==> config.mk <==
export PLATFORM = sky130hd
export DESIGN_NAME = sdses_ctrl
export DESIGN_NICKNAME = d
export VERILOG_FILES = /design/src/rtl/core/assert_macros.svh /design/src/rtl/core/sdses_pkg.sv /design/src/rtl/core/sdses_ctrl.sv
export SDC_FILE = /design/constraint.sdc
export NUM_CORES = 1
export LEC_CHECK = 0
export ABC_AREA = 1
export BUFFER_PORTS_ARGS = -buffer_cell sky130_fd_sc_hd__buf_2
export CORE_AREA = 2 2 39 41
export DETAILED_ROUTE_END_ITERATION = 10
export DIE_AREA = 0 0 41 43
export PLACE_DENSITY = 0.44
export SYNTH_ARGS = -nofsm -noshare
export SYNTH_HDL_FRONTEND = slang
export SYNTH_SLANG_ARGS = --single-unit
==> constraint.sdc <==
create_clock -name i_clk -period 0.84 [get_ports i_clk]
set_input_delay 0.084 -clock i_clk [delete_from_list [all_inputs] [get_ports i_clk]]
set_output_delay 0.084 -clock i_clk [all_outputs]
set_load 0.02 [all_outputs]
==> src/rtl/core/assert_macros.svh <==
// Assertion macros shared by the RTL of the density summation unit.
// No dependencies; included by files that carry concurrent checks.
`ifndef ASSERT_MACROS_SVH
`define ASSERT_MACROS_SVH

// same-cycle implication, checked outside reset
`define ASSERT_IMPL(label, clk, rst_n, ante, cons, msg) \
    label: assert property (@(posedge clk) disable iff (!(rst_n)) (ante) |-> (cons)) \
        else $error(msg);

// next-cycle implication, checked outside reset
`define ASSERT_NEXT(label, clk, rst_n, ante, cons, msg) \
    label: assert property (@(posedge clk) disable iff (!(rst_n)) (ante) |=> (cons)) \
        else $error(msg);

`endif

==> src/rtl/core/sdses_pkg.sv <==
// Types, constants and codes of the density summation and error statistics unit.
// No dependencies; used by every module of the unit.
`timescale 1ns / 1ps
package sdses_pkg;

    localparam int MAX_PARTICLES = 65536;
    localparam int MAX_NEIGHBORS = 64;
    localparam int TALLY_W = 17;
    localparam int TALLY_CAP_I = (MAX_PARTICLES < 131071) ? MAX_PARTICLES : 131071;
    localparam logic [TALLY_W-1:0] TALLY_CAP = TALLY_W'(TALLY_CAP_I);
    localparam int CNT_W = $clog2(MAX_NEIGHBORS + 1);
    localparam logic [CNT_W-1:0] NEIGHBOR_CAP = CNT_W'(MAX_NEIGHBORS);
    localparam int ACC_W = 48;
    localparam int DIV_W = 48;
    localparam int DIV_CNT_W = $clog2(DIV_W + 1);
    localparam int CFG_IDX_W = 3;
    localparam int CFG_DATA_W = 32;

    localparam logic [31:0] REST_DENSITY_RST = 32'd65536000;
    localparam logic [31:0] PERCENT_SCALE_RST = 32'd1677722;
    localparam logic [31:0] UPPER_HEIGHT_RST = 32'h7FFF_FFFF;
    localparam logic [31:0] LOWER_HEIGHT_RST = 32'h8000_0000;
    localparam logic [63:0] ROUND_HALF = 64'h0000_0000_0080_0000;

    typedef enum logic [CFG_IDX_W-1:0] {
        CFG_REST_DENSITY     = 3'd0,
        CFG_PERCENT_SCALE    = 3'd1,
        CFG_UPPER_HEIGHT     = 3'd2,
        CFG_LOWER_HEIGHT     = 3'd3,
        CFG_WHOLE_FLUID_MODE = 3'd4,
        CFG_ABS_ERROR_MODE   = 3'd5,
        CFG_DIVIDE_BY_FLUID  = 3'd6,
        CFG_FLUID_COUNT      = 3'd7
    } t_cfg_idx;

    typedef enum logic [2:0] {
        S_IDLE,
        S_MUL,
        S_ACC,
        S_EVAL,
        S_EMUL,
        S_ESUM,
        S_DSTART,
        S_DIV
    } t_state;

    typedef struct packed {
        logic [31:0]        kernel_value;
        logic [31:0]        particle_mass;
        logic signed [31:0] height;
        logic               is_boundary;
        logic               is_floating;
        logic               is_moving;
        logic [15:0]        particle_id;
        logic               last_neighbor;
        logic               last_particle;
    } t_item;

    typedef struct packed {
        logic [31:0]        density;
        logic [15:0]        result_id;
        logic               selected;
        logic               too_low;
        logic signed [31:0] error_average;
        logic [16:0]        above_count;
        logic               stats_valid;
        logic               divide_fault;
    } t_result;

    typedef struct packed {
        logic load_in;
        logic mul;
        logic acc;
        logic eval;
        logic emul;
        logic esum;
        logic div_start;
        logic out_load;
    } t_cmd;

    typedef struct packed {
        logic last_n;
        logic last_p;
        logic div_busy;
        logic out_free;
    } t_stat;

endpackage

==> src/rtl/core/sdses_ctrl.sv <==
// Controller state machine: sequences accept, multiply, accumulate, error and divide steps.
// Depends on sdses_pkg for state, command and status types.
`timescale 1ns / 1ps
module sdses_ctrl (
    input  logic              i_clk,
    input  logic              i_rst_n,
    input  logic              i_in_valid,
    input  sdses_pkg::t_stat  i_stat,
    output logic              o_in_ready,
    output sdses_pkg::t_cmd   o_cmd,
    output sdses_pkg::t_state o_state
);
    sdses_pkg::t_state r_state, n_state;

    always_ff @(posedge i_clk) begin
        if (!i_rst_n) begin
            r_state <= sdses_pkg::S_IDLE;
        end else begin
            r_state <= n_state;
        end
    end

    always_comb begin
        n_state    = r_state;
        o_cmd      = '0;
        o_in_ready = 1'b0;
        unique case (r_state)
            sdses_pkg::S_IDLE: begin
                o_in_ready    = 1'b1;
                o_cmd.load_in = i_in_valid;
                if (i_in_valid) begin
                    n_state = sdses_pkg::S_MUL;
                end
            end
            sdses_pkg::S_MUL: begin
                o_cmd.mul = 1'b1;
                n_state   = sdses_pkg::S_ACC;
            end
            sdses_pkg::S_ACC: begin
                o_cmd.acc = 1'b1;
                n_state   = i_stat.last_n ? sdses_pkg::S_EVAL : sdses_pkg::S_IDLE;
            end
            sdses_pkg::S_EVAL: begin
                o_cmd.eval = 1'b1;
                n_state    = sdses_pkg::S_EMUL;
            end
            sdses_pkg::S_EMUL: begin
                o_cmd.emul = 1'b1;
                n_state    = sdses_pkg::S_ESUM;
            end
            sdses_pkg::S_ESUM: begin
                o_cmd.esum = 1'b1;
                n_state    = i_stat.last_p ? sdses_pkg::S_DSTART : sdses_pkg::S_DIV;
            end
            sdses_pkg::S_DSTART: begin
                o_cmd.div_start = 1'b1;
                n_state         = sdses_pkg::S_DIV;
            end
            sdses_pkg::S_DIV: begin
                // hold until the quotient is ready and the result register is free
                if (!i_stat.div_busy && i_stat.out_free) begin
                    o_cmd.out_load = 1'b1;
                    n_state        = sdses_pkg::S_IDLE;
                end
            end
            default: n_state = sdses_pkg::S_IDLE;
        endcase
    end

    assign o_state = r_state;
endmodule

After elaboration in Yosys (flattened, before gate mapping) --
Cells that the tools add are included.
Cells by class: add/subtract/negate cells 0, multipliers 0, divide/modulo/power cells 0, order comparisons 0, equality and inequality tests 9, shifts and indexed selects 0, multiplexer cells 15, bitwise operators 0, reductions and logical operators 4
Operators by type and width (count):
- case mux 3 bit (8 select lines) | 1
- equality test 3 bit (second input constant) | 4
- 2-to-1 mux 1 bit | 11
- equality test 3 x 2 -> 1 bit (second input constant) | 2
- 2-to-1 mux 3 bit | 2
- inequality test 2 bit (second input constant) | 2
- equality test 3 x 1 -> 1 bit (second input constant) | 1
- zero test 3 bit | 1
- 2-to-1 mux 2 bit | 1
- AND reduction 2 bit | 1
- logical AND 1 bit | 1
- zero test 1 bit | 1
Storage, ports and cells: register bits 3, latch bits 0, RAM bits 0, memory bits (read-only) 0, bits of input ports 7, logic and storage cells 29, memories kept 0

Longest topological paths before layout --
depth after elaboration 4, depth in mapped cells 7

Least setup slack after synthesis --
OpenSTA, ideal clock, no wires.
path kind flip-flop to output port, start point reg r_state[0], in the netlist o_state[0], end point out o_cmd[7] (netlist bit), data arrival time 1.135 ns, slack -0.379 ns, cell stages (with the launch flop) 4, path buffers 0, cells stage by stage dfxtp_1 > nor2_1 > inv_2 > nor3_1
RTL lines:
- start: declaration | line sdses_ctrl.sv:13 | sdses_pkg::t_state r_state, n_state;
- start signal: assignment | line sdses_ctrl.sv:17 | r_state <= sdses_pkg::S_IDLE;
- start signal: assignment | line sdses_ctrl.sv:19 | r_state <= n_state;
- end: declaration | line sdses_ctrl.sv:10 | output sdses_pkg::t_cmd o_cmd,

==> impl_metrics.py <==
metrics = {
    "status": {
        "status": "complete, but fails checks",
        "failed_checks": "setup timing",
    },
    "hold_path": {
        "holdPathStages": 3,
        "min_path_type": "input port to flop",
    },
    "worst_setup_path": {
        "reg2reg_depth": 7,
        "path_cells": "nor2_4 > inv_2 > nor3_4 > buf_6",
        "crit_fanout": 6,
        "critPathMaxStageDelay_ns": 0.36,
        "crit_path_end_kind": "output pin",
        "cp_data_arrival_time_ns": 1.04,
        "required_ns": 0.76,
        "critPathKind": "flop to output pin",
        "crit_slowest_cell": "dfxtp_4",
        "crit_path_start_kind": "flop",
    },
    "cells_and_area": {
        "stdcell_area_um2": 591.8,
        "final_cells": 93,
        "final_layout_size_suffix_gt1_share_pct": 67.53,
        "multi_input_area_um2": 200.2,
        "final-seq-area_um2": 71.32,
        "area_delta_synth_final_pct": 123.1,
        "diodes": 0,
        "fillers": 143,
        "largest_reg_flops": 3,
        "nNetsFinal": 85,
    },
    "timing": {
        "final.setup.worst_slack_ns": -0.2857,
        "hold_violations": 0,
        "fmax_mhz": 888.3,
        "max_slew_margin_pct": 89.44,
        "whs_ns": 0.06889,
        "rsz0062_at_grt": "yes",
        "period_minus_slack_ns": 1.126,
        "maxSlewViolCount": 0,
        "period_share_pct": 134.0,
        "skew_ns": 0.001292,
        "tightest_slew_ns": 0.1578,
        "setup_violations": 15,
    },
    "drt": {
        "drtIter0Drc": 5,
        "vias": 378,
        "firstDrtPassIters": 4,
        "detail-route-antenna-nets": 0,
        "wire_per_inst_um": 9.075,
        "routed_via_density": 4.065,
        "drc": 0,
        "wirelength_um": 844,
    },
    "floorplanning": {
        "coreArea_mm2": 0.001384,
        "core.rowCount": 14,
        "die_w_um": 41,
        "ios": 19,
        "die_y_um": 43,
        "start_util_pct": 19.17,
        "fp.dieArea_mm2": 0.001763,
    },
    "job": {
        "timing.max_cap.violations": 0,
    },
    "placement": {
        "port_buffers": 18,
        "gp_congestion": 0.7368,
        "place_area_um2": 432.9,
        "pre_cts_ws_ns": -0.1036,
        "dp_hpwl_um": 578.5,
        "dp.cells": 83,
    },
    "clocking": {
        "root_buffer": "clkbuf_4",
        "cts_max_level": 1,
        "cts.clk_slew.worst_paths_ns": 0.04,
        "cts_buffers": 3,
        "clk-insertion-delay-late_ns": 0.23,
        "holdBufCountCts": 0,
        "cts_tree": "done",
        "numClockSinks": 3,
        "cts_buffer_depth": 2,
    },
    "global_route": {
        "grt.total_usage_pct": 10.04,
        "antenna_found_initial": 0,
        "grt_pass1_vias": 343,
        "grt_max_degree": 8,
        "grt_pass1_wl_mm": 1.207,
        "overflow": 0,
    },
    "synth": {
        "syn_nets": 53,
        "ys_warn_count": 0,
        "syn_area_per_cell_um2": 5.766,
        "netlist_area_um2": 265.3,
        "synth-seq-cells": 3,
        "ys_types": 15,
        "syn_inst": 46,
        "yosysSeqAreaShare_pct": 22.64,
    },
    "pwr": {
        "combPwrFrac_pct": 49.8,
        "clkPwrFrac_pct": 27.6,
        "switchingPower_uw": 336.7,
        "switching_share_pct": 37.52,
        "seqPwrFrac_pct": 22.6,
        "peakVddDrop_uv": 858.3,
        "p_leak_uw": 0.0003354,
        "total_power_uw": 897.2,
        "p_int_uw": 560.5,
        "powerDensity_mw_per_mm2": 1516,
    },
}
[power groups by stage]
stage          logic, uW  registers (uW)  clock network (uW)
4_1_cts              389             203                 256
5_1_grt              486             206                 271
6_report             447             203                 248
3_5_place_dp         325             192                   0
3_3_place_gp         327             191                   0
2_1_floorplan        197             206                   0
[worst paths after layout]
check	start	to	slack, ns
worst max-delay path	o_state[1]	o_cmd[7]	-0.29
worst min-delay path	i_rst_n	o_state[1]	0.07
worst max register to register	o_state[1]	o_state[0]	-0.18
worst min register to register	o_state[0]	o_state[0]	0.68
[layout by cell type (no fill, tap or decap), types with 2 or more instances in the layout]
cell,count
nand2_1,8
inv_1,6
clkbuf_4,3
nor3_4,2
dfxtp_4,3
nor2_2,3
nand3_2,2
inv_2,3
nand4_1,2
nor2_1,5
nor2_4,2
buf_6,8
buf_2,6
nand2_2,4
buf_4,14
nand3_1,2
[routing by layer]
metal	up-vias	share of wire, %	GRT usage, %
li1	201	-	-
met1	163	45	10.93
met2	14	50	16.88
met3	0	4.6	4.712
met4	0	0	2.000
met5	-	0	0
[repair_timing]
item                                    4_1_cts  5_1_grt
buffers inserted                              3        3
endpoints found under the setup margin       14       15
resized for setup                            21        9
cloned                                        0        0
pin swaps                                     3        3
[final cells by class]
cell class,instances,share of cell area [%]
repair buffers,28,38.05
inverters,11,8.245
multi-input cells,31,33.83
clock buffers,4,4.440
flip-flops and latches,3,12.05
well taps,16,3.383
[synthesized netlist by cell type (all sizes together)]
| cell | n | share of area (%) |
|---|---|---|
| nand2 | 12 | 19 |
| inv | 10 | 16 |
| nor2 | 10 | 15 |
| nand3 | 4 | 9.4 |
| dfxtp | 3 | 23 |
| nor3 | 3 | 7.5 |
| nand4 | 2 | 4.7 |
| buf | 1 | 4.2 |
| clkinv | 1 | 1.4 |
[cell families after synthesis]
logic type | count (synthesis) | synth area share (%)
DFF | 3 | 22.64
and+or+nand+nor | 31 | 55.66
buffers and inverters | 12 | 21.70
[worst max-delay path, delay by kind of cell (launching register included)]
kind / cells / cell delay, ns
buf+inv: 2 / 0.21
simple gates: 2 / 0.24
flops: 1 / 0.36
[through the flow]
stage               setup TNS, ns  utilization [%]
global placement          -0.5323            31.28
global route               -3.504            42.77
floorplan                 -0.9023                -
finish                     -2.817            42.77
CTS                        -2.800            38.79
detailed placement        -0.5353            31.28
(Power assumes the default switching activity.)
